--- src/sv/pps_pkg.sv ---
// ----------------------------------------------------------------------------
// pps_pkg
// Shared widths, constants, codes and controller/datapath interface types.
// ----------------------------------------------------------------------------
package pps_pkg;

   localparam int COORD_W          = 32;
   localparam int DIST_W           = 52;
   localparam int LEN_W            = DIST_W + 1;
   localparam int REM_W            = LEN_W + 1;
   localparam int FRAC_BITS        = 30;
   localparam int QUOT_W           = FRAC_BITS + 1;
   localparam int PROD_W           = 2 * COORD_W + 1;
   localparam int NUM_AXES         = 3;
   localparam int NUM_COMP         = 5;
   localparam int COMP_IDX_W       = 3;
   localparam int AXIS_W           = 2;
   localparam int CSR_IDX_W        = 3;
   localparam int VIDX_W           = 7;
   localparam int STEP_W           = 5;
   localparam int MAX_OUT_VERTICES_DEF = 64;

   localparam logic signed [DIST_W-1:0] ON_TOL  = DIST_W'(65);
   localparam logic signed [LEN_W-1:0]  LEN_TOL = LEN_W'(6);
   localparam logic [QUOT_W-1:0]        Q_ONE   = QUOT_W'(1) << FRAC_BITS;

   localparam logic signed [COORD_W-1:0] NORMAL_Z_RST = COORD_W'(65536);

   typedef enum logic [CSR_IDX_W-1:0] {
      CSR_NORMAL_X = 3'd0,
      CSR_NORMAL_Y = 3'd1,
      CSR_NORMAL_Z = 3'd2,
      CSR_ANCHOR_X = 3'd3,
      CSR_ANCHOR_Y = 3'd4,
      CSR_ANCHOR_Z = 3'd5
   } csr_idx_type;

   typedef enum logic [1:0] {
      CLS_FRONT = 2'd0,
      CLS_BACK  = 2'd1,
      CLS_ON    = 2'd2
   } cls_type;

   typedef enum logic [1:0] {
      DSEL_CUR   = 2'd0,
      DSEL_PREV  = 2'd1,
      DSEL_FIRST = 2'd2
   } dsel_type;

   typedef struct packed {
      logic                  load_item;
      logic                  dist_en;
      dsel_type              dist_sel;
      logic [AXIS_W-1:0]     axis;
      logic                  start_poly;
      logic                  cut_setup;
      logic                  cut_close;
      logic                  div_step;
      logic                  interp_en;
      logic [COMP_IDX_W-1:0] interp_k;
      logic                  emit;
      logic                  emit_side;
      logic                  emit_cut;
      logic                  flush;
      logic                  commit;
   } cmd_type;

   typedef struct packed {
      cls_type cls;
      cls_type first_class;
      logic    idx_zero;
      logic    last;
      logic    cut_ok;
      logic    emit_ok;
      logic    flush_ok;
   } status_type;

endpackage

--- src/sv/pps_ctrl.sv ---
// ----------------------------------------------------------------------------
// pps_ctrl
// Sequencer: distances, crossing division, interpolation and emit order.
// ----------------------------------------------------------------------------
module pps_ctrl
   import pps_pkg::*;
(
   input  logic       clock,
   input  logic       reset,
   input  logic       req_valid,
   output logic       req_stall,
   input  status_type status,
   output cmd_type    cmd
);

   typedef enum logic [17:0] {
      S_IDLE     = 18'h00001,
      S_DCUR     = 18'h00002,
      S_CLASS    = 18'h00004,
      S_FIRST_E1 = 18'h00008,
      S_FIRST_E2 = 18'h00010,
      S_DPREV    = 18'h00020,
      S_MAIN     = 18'h00040,
      S_ON_E1    = 18'h00080,
      S_ON_E2    = 18'h00100,
      S_DIV      = 18'h00200,
      S_INTERP   = 18'h00400,
      S_CUT_E1   = 18'h00800,
      S_CUT_E2   = 18'h01000,
      S_EMIT_CUR = 18'h02000,
      S_CLOSE    = 18'h04000,
      S_DFIRST   = 18'h08000,
      S_CSET     = 18'h10000,
      S_FLUSH    = 18'h20000
   } state_type;

   state_type          state_ff, state_in;
   logic [STEP_W-1:0]  step_ff, step_in;
   logic               close_ff, close_in;

   always_comb begin
      state_in = state_ff;
      step_in  = step_ff;
      close_in = close_ff;
      cmd      = '0;
      cmd.axis     = step_ff[AXIS_W-1:0];
      cmd.interp_k = step_ff[COMP_IDX_W-1:0];
      cmd.cut_close = close_ff;
      unique case (state_ff)
         S_IDLE: begin
            if (req_valid) begin
               cmd.load_item = 1'b1;
               step_in  = '0;
               close_in = 1'b0;
               state_in = S_DCUR;
            end
         end
         S_DCUR, S_DPREV, S_DFIRST: begin
            cmd.dist_en  = 1'b1;
            cmd.dist_sel = (state_ff == S_DPREV)  ? DSEL_PREV :
                           (state_ff == S_DFIRST) ? DSEL_FIRST : DSEL_CUR;
            step_in = step_ff + 1'b1;
            if (step_ff == STEP_W'(NUM_AXES - 1)) begin
               step_in  = '0;
               state_in = (state_ff == S_DPREV)  ? S_MAIN :
                          (state_ff == S_DFIRST) ? S_CSET : S_CLASS;
            end
         end
         S_CLASS: begin
            if (status.idx_zero) begin
               cmd.start_poly = 1'b1;
               state_in = S_FIRST_E1;
            end else begin
               state_in = S_DPREV;
            end
         end
         S_FIRST_E1: begin
            if (status.emit_ok) begin
               cmd.emit      = 1'b1;
               cmd.emit_side = (status.cls != CLS_FRONT);
               state_in = (status.cls == CLS_ON) ? S_FIRST_E2 : S_FLUSH;
            end
         end
         S_FIRST_E2, S_ON_E2: begin
            if (status.emit_ok) begin
               cmd.emit = 1'b1;
               state_in = (state_ff == S_ON_E2) ? S_CLOSE : S_FLUSH;
            end
         end
         S_MAIN: begin
            if (status.cls == CLS_ON) begin
               state_in = S_ON_E1;
            end else begin
               cmd.cut_setup = 1'b1;
               cmd.cut_close = 1'b0;
               state_in = status.cut_ok ? S_DIV : S_EMIT_CUR;
            end
         end
         S_ON_E1: begin
            if (status.emit_ok) begin
               cmd.emit      = 1'b1;
               cmd.emit_side = 1'b1;
               state_in = S_ON_E2;
            end
         end
         S_DIV: begin
            cmd.div_step = 1'b1;
            step_in = step_ff + 1'b1;
            if (step_ff == STEP_W'(FRAC_BITS - 1)) begin
               step_in  = '0;
               state_in = S_INTERP;
            end
         end
         S_INTERP: begin
            cmd.interp_en = 1'b1;
            step_in = step_ff + 1'b1;
            if (step_ff == STEP_W'(NUM_COMP - 1)) begin
               step_in  = '0;
               state_in = S_CUT_E1;
            end
         end
         S_CUT_E1: begin
            if (status.emit_ok) begin
               cmd.emit      = 1'b1;
               cmd.emit_cut  = 1'b1;
               cmd.emit_side = close_ff ? !status.first_class[0] : !status.cls[0];
               state_in = S_CUT_E2;
            end
         end
         S_CUT_E2: begin
            if (status.emit_ok) begin
               cmd.emit      = 1'b1;
               cmd.emit_cut  = 1'b1;
               cmd.emit_side = close_ff ? status.first_class[0] : status.cls[0];
               state_in = close_ff ? S_FLUSH : S_EMIT_CUR;
            end
         end
         S_EMIT_CUR: begin
            if (status.emit_ok) begin
               cmd.emit      = 1'b1;
               cmd.emit_side = status.cls[0];
               state_in = S_CLOSE;
            end
         end
         S_CLOSE: begin
            if (status.last && status.first_class != CLS_ON) begin
               step_in  = '0;
               close_in = 1'b1;
               state_in = S_DFIRST;
            end else begin
               state_in = S_FLUSH;
            end
         end
         S_CSET: begin
            cmd.cut_setup = 1'b1;
            cmd.cut_close = 1'b1;
            state_in = status.cut_ok ? S_DIV : S_FLUSH;
         end
         S_FLUSH: begin
            if (status.flush_ok) begin
               cmd.flush  = 1'b1;
               cmd.commit = 1'b1;
               state_in = S_IDLE;
            end
         end
         default: state_in = S_IDLE;
      endcase
   end

   always_ff @(posedge clock) begin
      if (reset) begin
         state_ff <= S_IDLE;
         step_ff  <= '0;
         close_ff <= 1'b0;
      end else begin
         state_ff <= state_in;
         step_ff  <= step_in;
         close_ff <= close_in;
      end
   end

   assign req_stall = (state_ff != S_IDLE);

endmodule

--- config.mk ---
export PLATFORM = sky130hd
export DESIGN_NAME = pps_ctrl
export DESIGN_NICKNAME = d
export VERILOG_FILES = /design/src/sv/pps_pkg.sv /design/src/sv/pps_ctrl.sv
export SDC_FILE = /design/constraint.sdc
export NUM_CORES = 1
export LEC_CHECK = 0
export BUFFER_PORTS_ARGS = -buffer_cell sky130_fd_sc_hd__buf_2
export CORE_MARGIN = 2
export CORE_UTILIZATION = 56
export DETAILED_ROUTE_END_ITERATION = 12
export HOLD_SLACK_MARGIN = 0.08
export PLACE_DENSITY_LB_ADDON = 0.05
export SETUP_SLACK_MARGIN = 0.05
export SYNTH_ARGS = -nofsm -noshare
export SYNTH_HDL_FRONTEND = slang
export SYNTH_SLANG_ARGS = --single-unit
--- constraint.sdc ---
create_clock -name clock -period 2.7 [get_ports clock]
set_input_delay 0.405 -clock clock [delete_from_list [all_inputs] [get_ports clock]]
set_output_delay 0.405 -clock clock [all_outputs]
set_load 0.02 [all_outputs]
==> impl_metrics.env, run 1 <==
export IMPL_synth_area_leaders="dfxtp_1 (26%), nor4_4 (5.7%), a21oi_1 (5.1%)"
export IMPL_clkPwrFrac_pct=21.9
export IMPL_critPathMaxStageDelay_ns=0.61
export IMPL_ant_nets=0
export IMPL_path_class="reg2reg"
export IMPL_layout_min_cycle_time_ns=2.57
export IMPL_skew_ns=0.00426
export IMPL_crit_arrival_ns=2.80
export IMPL_avgSynthCellArea_sq_um=8.46
export IMPL_grt_max_degree=21
export IMPL_portBuffers=31
export IMPL_hp_class="in2reg"
export IMPL_synth_edff_count=0
export IMPL_fin_cells=298
export IMPL_insertion_delay_ns=0.32
export IMPL_rows=20
export IMPL_root_buffer="clkbuf_4"
export IMPL_start_kind="register"
export IMPL_total_power_mw=0.726
export IMPL_vdd_drop_max_mv=0.243
export IMPL_tightest_slew_ns=0.602
export IMPL_boundaryPins=32
export IMPL_drcViolationCount=0
export IMPL_final_cell_area_sq_um=2190
export IMPL_worstHoldEndpoint="state_ff[3]"
export IMPL_grt_util_all_layers_pct=27.7
export IMPL_ys_ff_latch=24
export IMPL_cts_made_buffers=3
export IMPL_dpl_cell_area_sq_um=2000
export IMPL_grt_pass1_vias=1618
export IMPL_synth_cells=219
export IMPL_setup_viol=0
export IMPL_status="complete, no violations"
export IMPL_cp_slowest_cell="a2111oi_4"
export IMPL_final_layout_size_suffix_gt1_share_pct=33.1
export IMPL_tns_ns=0
export IMPL_async_flop_share_pct=0
export IMPL_clk_pin_slew_worst_paths_ns=0.13
export IMPL_antenna_found_initial=0
export IMPL_post_route_util_pct=70.7
export IMPL_layout_setup_ws_ns=0.129
export IMPL_place_congestion=0.972
export IMPL_r2r_cells=8
export IMPL_drv_slew=0
export IMPL_netSwitchingPower_mw=0.242
export IMPL_combPwrFrac_pct=27.2
export IMPL_rr_endpoint="state_ff[2]"
export IMPL_period_share_pct=95.2
export IMPL_min_path_cells=3
export IMPL_ctsHtreeMaxLevel=1
export IMPL_fill_cells=272
export IMPL_r2r_start="state_ff[6]"
export IMPL_hp_start="status[4]"
export IMPL_whs_ns=0.352
export IMPL_cts_tree="done"
export IMPL_ys_seq_area_share_pct=25.9
export IMPL_p_sw_share_pct=33.3
export IMPL_slew_limit_headroom_pct=59.9
export IMPL_die_area_sq_um=3780
export IMPL_antennaDiodeCount=0
export IMPL_route_vias_total=1888
export IMPL_dp_hpwl_mm=3.65
export IMPL_rrSetupSlack_ns=0.13
export IMPL_p_seq_share_pct=50.9
export IMPL_ys_warn_count=0
export IMPL_dr_pass1_iters=4
export IMPL_maxCapViolCount=0
export IMPL_fp_dieH_um=61.5
export IMPL_floorplan_initialDensity_pct=59.7
export IMPL_clock_fmax_mhz=389
export IMPL_power_internal_mw=0.484
export IMPL_power_per_cell_area_nw_per_um2=331
export IMPL_cp_max_fo=6
export IMPL_worstPathRequired_ns=2.93
export IMPL_syn_area_sq_um=1850
export IMPL_path_cells="nor4_4 -> buf_4 -> buf_4 -> nand4_1 -> o22ai_2 -> a2111oi_4 -> nand2_1 -> nor4_1"
export IMPL_ys_flop_type="dfxtp_1"
export IMPL_core_area_sq_um=3100
export IMPL_cts_sinks=24
export IMPL_post_place_ws_ns=0.205
export IMPL_leakagePower_nw=0.870
export IMPL_totalWireLength_mm=5.05
export IMPL_syn_nets=235
export IMPL_hold_viol_final=0
export IMPL_yosys_area_top_type="dfxtp_1"
export IMPL_rsz0062_at_grt="yes"
export IMPL_die_w_um=61.5
export IMPL_nets=272
export IMPL_cpMostUsedCell="buf_4"
export IMPL_hold_buffers=0
export IMPL_synth_top_area_share_pct=25.9
export IMPL_cts_buffer_depth=2
export IMPL_overflow=0
export IMPL_synthToLayoutAreaGrowth_pct=18.5
export IMPL_viasPerCell=6.34
export IMPL_crit_start="state_ff[6]"
export IMPL_grt_first_pass_wirelength_mm=7.88
export IMPL_wl_per_cell_um=17.0
export IMPL_first_iter_violations=135
export IMPL_synth_distinct_cells=60
export IMPL_endpoint_kind="register"
export IMPL_place_inst=287
power groups by stage:
stage	Combinational [mW]	Sequential, mW	Clock (mW)
floorplan	0.126	0.373	0
global placement	0.164	0.375	0
detailed placement	0.165	0.375	0
CTS	0.172	0.368	0.161
global route	0.208	0.371	0.182
finish	0.198	0.370	0.159
cell type report:
| class | instances | area (sq um) | area share [%] |
|---|---|---|---|
| multi-input cells | 174 | 1340 | 61.1 |
| flip-flops and latches | 24 | 482 | 21.9 |
| repair buffers | 43 | 258 | 11.7 |
| well taps | 44 | 55.1 | 2.51 |
| inverters | 10 | 37.5 | 1.71 |
| clock buffers | 3 | 22.5 | 1.03 |
worst max-delay path by stage:
stage / end / depth (start not counted)
floorplan: cmd[1] / 4
global placement: state_ff[2] / 6
detailed placement: cmd[4] / 6
CTS: state_ff[16] / 8
global route: cmd[3] / 6
finish: state_ff[2] / 8
Yosys cell counts, types with 4 or more instances:
cell	count
a21oi_1	19
nor3_1	6
inv_1	10
nor4_4	5
and2_1	4
dfxtp_1	24
o21ai_0	4
o21ai_1	7
nand2b_1	4
nand3_1	9
nand2_1	19
nor4_1	5
buf_4	7
nand4_2	4
nor2_1	15
ha_1	4
nand4_1	5
critical path: cells and delay by family, from the launching register on:
kind / cells / cell delay (ns)
AND/OR/NAND/NOR: 4 / 0.85
flip-flops: 1 / 0.52
buffers and inverters: 2 / 0.31
AO/OA/AOI/OAI: 2 / 0.80
placed cells by master, fill, tap and decap left out, drive strengths merged, types with 2 or more instances in the layout:
| cell type | n |
|---|---|
| nand2 | 19 |
| nand3b | 3 |
| or3 | 2 |
| mux2i | 3 |
| and2 | 4 |
| nor4b | 4 |
| nand3 | 9 |
| ha | 4 |
| nor3 | 9 |
| o21ai | 13 |
| and4 | 3 |
| nor3b | 2 |
| a211oi | 2 |
| dfxtp | 24 |
| a21boi | 2 |
| clkbuf | 3 |
| or4b | 2 |
| o22ai | 2 |
| nand2b | 4 |
| or2b | 3 |
| o21a | 3 |
| xor2 | 3 |
| inv | 10 |
| nor2 | 16 |
| nand4 | 9 |
| a21oi | 20 |
| nor4 | 11 |
| nand4b | 2 |
| nor2b | 3 |
| a31oi | 2 |
| buf | 43 |
flip-flops by register name, indices dropped and copies added (netlist names):
register  cells
step_ff       5
state_ff     18
close_ff      1
cells by family after synthesis:
group	count (synthesis)	share of synthesized area [%]
compound gates	56	21.4
xor+xnor	4	1.89
fa+ha+maj	4	2.70
buf+inv	21	6.76
flops	24	25.9
mux	3	1.62
simple gates	107	39.7
metal layers:
metal | global-route usage (%) | part of all wire [%]
met1 | 38.7 | 44
met2 | 45.1 | 47
met3 | 2.94 | 6.0
met4 | 8.21 | 2.4
met5 | 0 | 0
repair_timing:
item                                    4_1_cts  5_1_grt
buffers inserted                              7        1
gates resized for setup                       4       10
endpoints found under the hold margin         0        0
endpoints found under the setup margin        5        8
pin swaps                                     3        3
(Power assumes the default switching activity.)
==> run 2: changes to the inputs <==
ABC_AREA = 1   (was unset)
CORE_UTILIZATION = 58   (was 56)
==> run 2 against run 1 <==
Cell count increased by 46%. Critical path depth unchanged. Clock-buffer cell count increased by 1. Clock power up 62%. First-iteration DRC count grew 44%. Register-to-register slack gained 0.46 ns. Worst setup slack improved by 0.13 ns. Power increased to 3.2 times the previous value. Area after synthesis rose by 21%.
==> impl_metrics.env, run 2 <==
export IMPL_p_sw_share_pct=56.4
export IMPL_synth_compound_area_share_pct=5.57
export IMPL_maxCapViolCount=0
export IMPL_synthToLayoutAreaGrowth_pct=7.80
export IMPL_post_route_util_pct=65.6
export IMPL_yosys_area_top_type="dfxtp_1"
export IMPL_start_kind="register"
export IMPL_hold_viol_final=0
export IMPL_place_congestion=0.954
export IMPL_skew_ns=0.00342
export IMPL_overflow=0
export IMPL_tightest_slew_ns=0.525
export IMPL_totalWireLength_mm=5.77
export IMPL_syn_area_sq_um=2250
export IMPL_power_internal_mw=0.999
export IMPL_antennaDiodeCount=0
export IMPL_clk_pin_slew_worst_paths_ns=0.09
export IMPL_ys_warn_count=0
export IMPL_cp_max_fo=14
export IMPL_grt_max_degree=22
export IMPL_synth_top_area_share_pct=21.4
export IMPL_synth_cells=363
export IMPL_cts_resized=0
export IMPL_clock_fmax_mhz=410
export IMPL_final_layout_size_suffix_gt1_share_pct=20.7
export IMPL_ctsHtreeMaxLevel=1
export IMPL_final_cell_mix="nand2_1 (84), nor2_1 (62), inv_1 (53)"
export IMPL_cts_sinks=24
export IMPL_combPwrFrac_pct=67.2
export IMPL_vdd_drop_max_mv=0.445
export IMPL_drcViolationCount=0
export IMPL_route_vias_total=2295
export IMPL_reg_top3="state_ff: 18 flops, step_ff: 5 flops, close_ff: 1 flops"
export IMPL_root_buffer="clkbuf_8"
export IMPL_ant_nets=0
export IMPL_cts_buffer_depth=2
export IMPL_p_seq_share_pct=21.6
export IMPL_post_place_ws_ns=0.592
export IMPL_endpoint_kind="output port"
export IMPL_clkPwrFrac_pct=11.2
export IMPL_crit_arrival_ns=2.04
export IMPL_portBuffers=31
export IMPL_synth_simple_area_share_pct=54.6
export IMPL_cts_made_buffers=3
export IMPL_synth_xor_area_share_pct=1.17
export IMPL_layout_min_cycle_time_ns=2.44
export IMPL_worstPathRequired_ns=2.30
export IMPL_grt_util_all_layers_pct=28.7
export IMPL_synth_top_family_by_area="simple AND/OR/NAND/NOR gates"
export IMPL_nets=403
export IMPL_synth_area_leaders="dfxtp_1 (21%), nand2_1 (14%), nor2_1 (10%)"
export IMPL_dr_pass1_iters=5
export IMPL_core_area_sq_um=3690
export IMPL_dp_hpwl_mm=4.52
export IMPL_path_class="reg2out"
export IMPL_power_per_cell_area_nw_per_um2=946
export IMPL_ys_flop_type="dfxtp_1"
export IMPL_hold_buffers=0
export IMPL_synth_edff_count=0
export IMPL_total_power_mw=2.29
export IMPL_cts_tree="done"
export IMPL_largest_register_ffs=18
export IMPL_grt_pass1_vias=2105
export IMPL_ys_seq_area_share_pct=21.4
export IMPL_antenna_found_initial=0
export IMPL_tns_ns=0
export IMPL_rrSetupSlack_ns=0.59
export IMPL_dpl_cell_area_sq_um=2370
export IMPL_period_share_pct=90.4
export IMPL_synth_distinct_cells=35
export IMPL_status="complete, no violations"
export IMPL_floorplan_initialDensity_pct=60.9
export IMPL_avgSynthCellArea_sq_um=6.19
export IMPL_post_cts_buffers=0
export IMPL_wl_per_cell_um=13.3
export IMPL_die_area_sq_um=4390
export IMPL_rows=22
export IMPL_die_w_um=66.2
export IMPL_hp_class="in2reg"
export IMPL_rsz0062_at_grt="no"
export IMPL_leakagePower_nw=1.40
export IMPL_async_flop_share_pct=0
export IMPL_drv_slew=0
export IMPL_netSwitchingPower_mw=1.29
export IMPL_grt_first_pass_wirelength_mm=9.69
export IMPL_synth_common_cells="nand2_1 (84), nor2_1 (62), inv_1 (53), nand3_1 (31), dfxtp_1 (24)"
export IMPL_synth_mux_area_share_pct=0.446
export IMPL_fp_dieH_um=66.2
export IMPL_synth_fa_ha_area_share_pct=2.23
export IMPL_final_cell_area_sq_um=2420
export IMPL_top_register="state_ff"
export IMPL_fin_cells=434
export IMPL_mostFrequentLayoutCell="nand2_1"
export IMPL_boundaryPins=32
export IMPL_place_inst=430
export IMPL_insertion_delay_ns=0.27
export IMPL_first_iter_violations=194
export IMPL_viasPerCell=5.29
export IMPL_slew_limit_headroom_pct=65.0
export IMPL_setup_viol=0
export IMPL_ys_ff_latch=24
export IMPL_syn_nets=379
export IMPL_synth_most_common_cell="nand2_1"
export IMPL_whs_ns=0.404
export IMPL_layout_setup_ws_ns=0.260
## run 2: cell count changes after synthesis, moves of 6 or more
cell,change
a21oi_1,-9
o21ai_1,-6
nand2_4,+7
nand3_1,+22
nor2_1,+47
nand3_2,+8
nand2_1,+65
nand2_2,+6
inv_1,+43
## run 2: layout make-up
class,instances,area [sq um]
well taps,48,60.1
fillers,378,1270
inverters,60,233
multi-input cells,267,1440
flip-flops and latches,24,480
repair buffers,31,155
clock buffers,4,55.1
## run 2: logic make-up after synthesis
kind of cell	count (synthesis)
AO/OA/AOI/OAI	22
adder cells (fa/ha/maj)	4
multiplexers	1
XOR/XNOR	3
AND/OR/NAND/NOR	237
buffers and inverters	72
flip-flops	24
## run 2: routing by layer
metal / vias up / GRT usage [%] / share of wire (%)
li1: 1175 / - / -
met1: 995 / 38.4 / 43
met2: 108 / 46.0 / 46
met3: 17 / 4.09 / 8.1
met4: 0 / 11.7 / 2.5
met5: - / 0 / 0
## run 2: worst paths after layout
| path | start | end | cells past startpoint |
|---|---|---|---|
| max | state_ff[8] | cmd[3] | 8 |
| min | reset | step_ff[2] | 2 |
| max reg2reg | state_ff[16] | state_ff[15] | 11 |
| min reg2reg | step_ff[4] | step_ff[4] | 2 |
## run 2: worst max-delay path, stage by stage, from the launching register on
cell      delay (ns)
dfxtp_1         0.35
nor2_2          0.18
nand2_2         0.14
nor2_8          0.22
nand3_2         0.20
o21ai_0         0.20
nor3_1          0.07
a211oi_1        0.17
buf_2           0.20
## run 2: power by group through the flow
stage | Sequential (mW) | Clock (mW) | Combinational, mW
global placement | 0.502 | 0 | 1.51
floorplan | 0.488 | 0 | 1.32
finish | 0.495 | 0.257 | 1.54
detailed placement | 0.502 | 0 | 1.51
global route | 0.503 | 0.271 | 1.72
CTS | 0.494 | 0.257 | 1.52
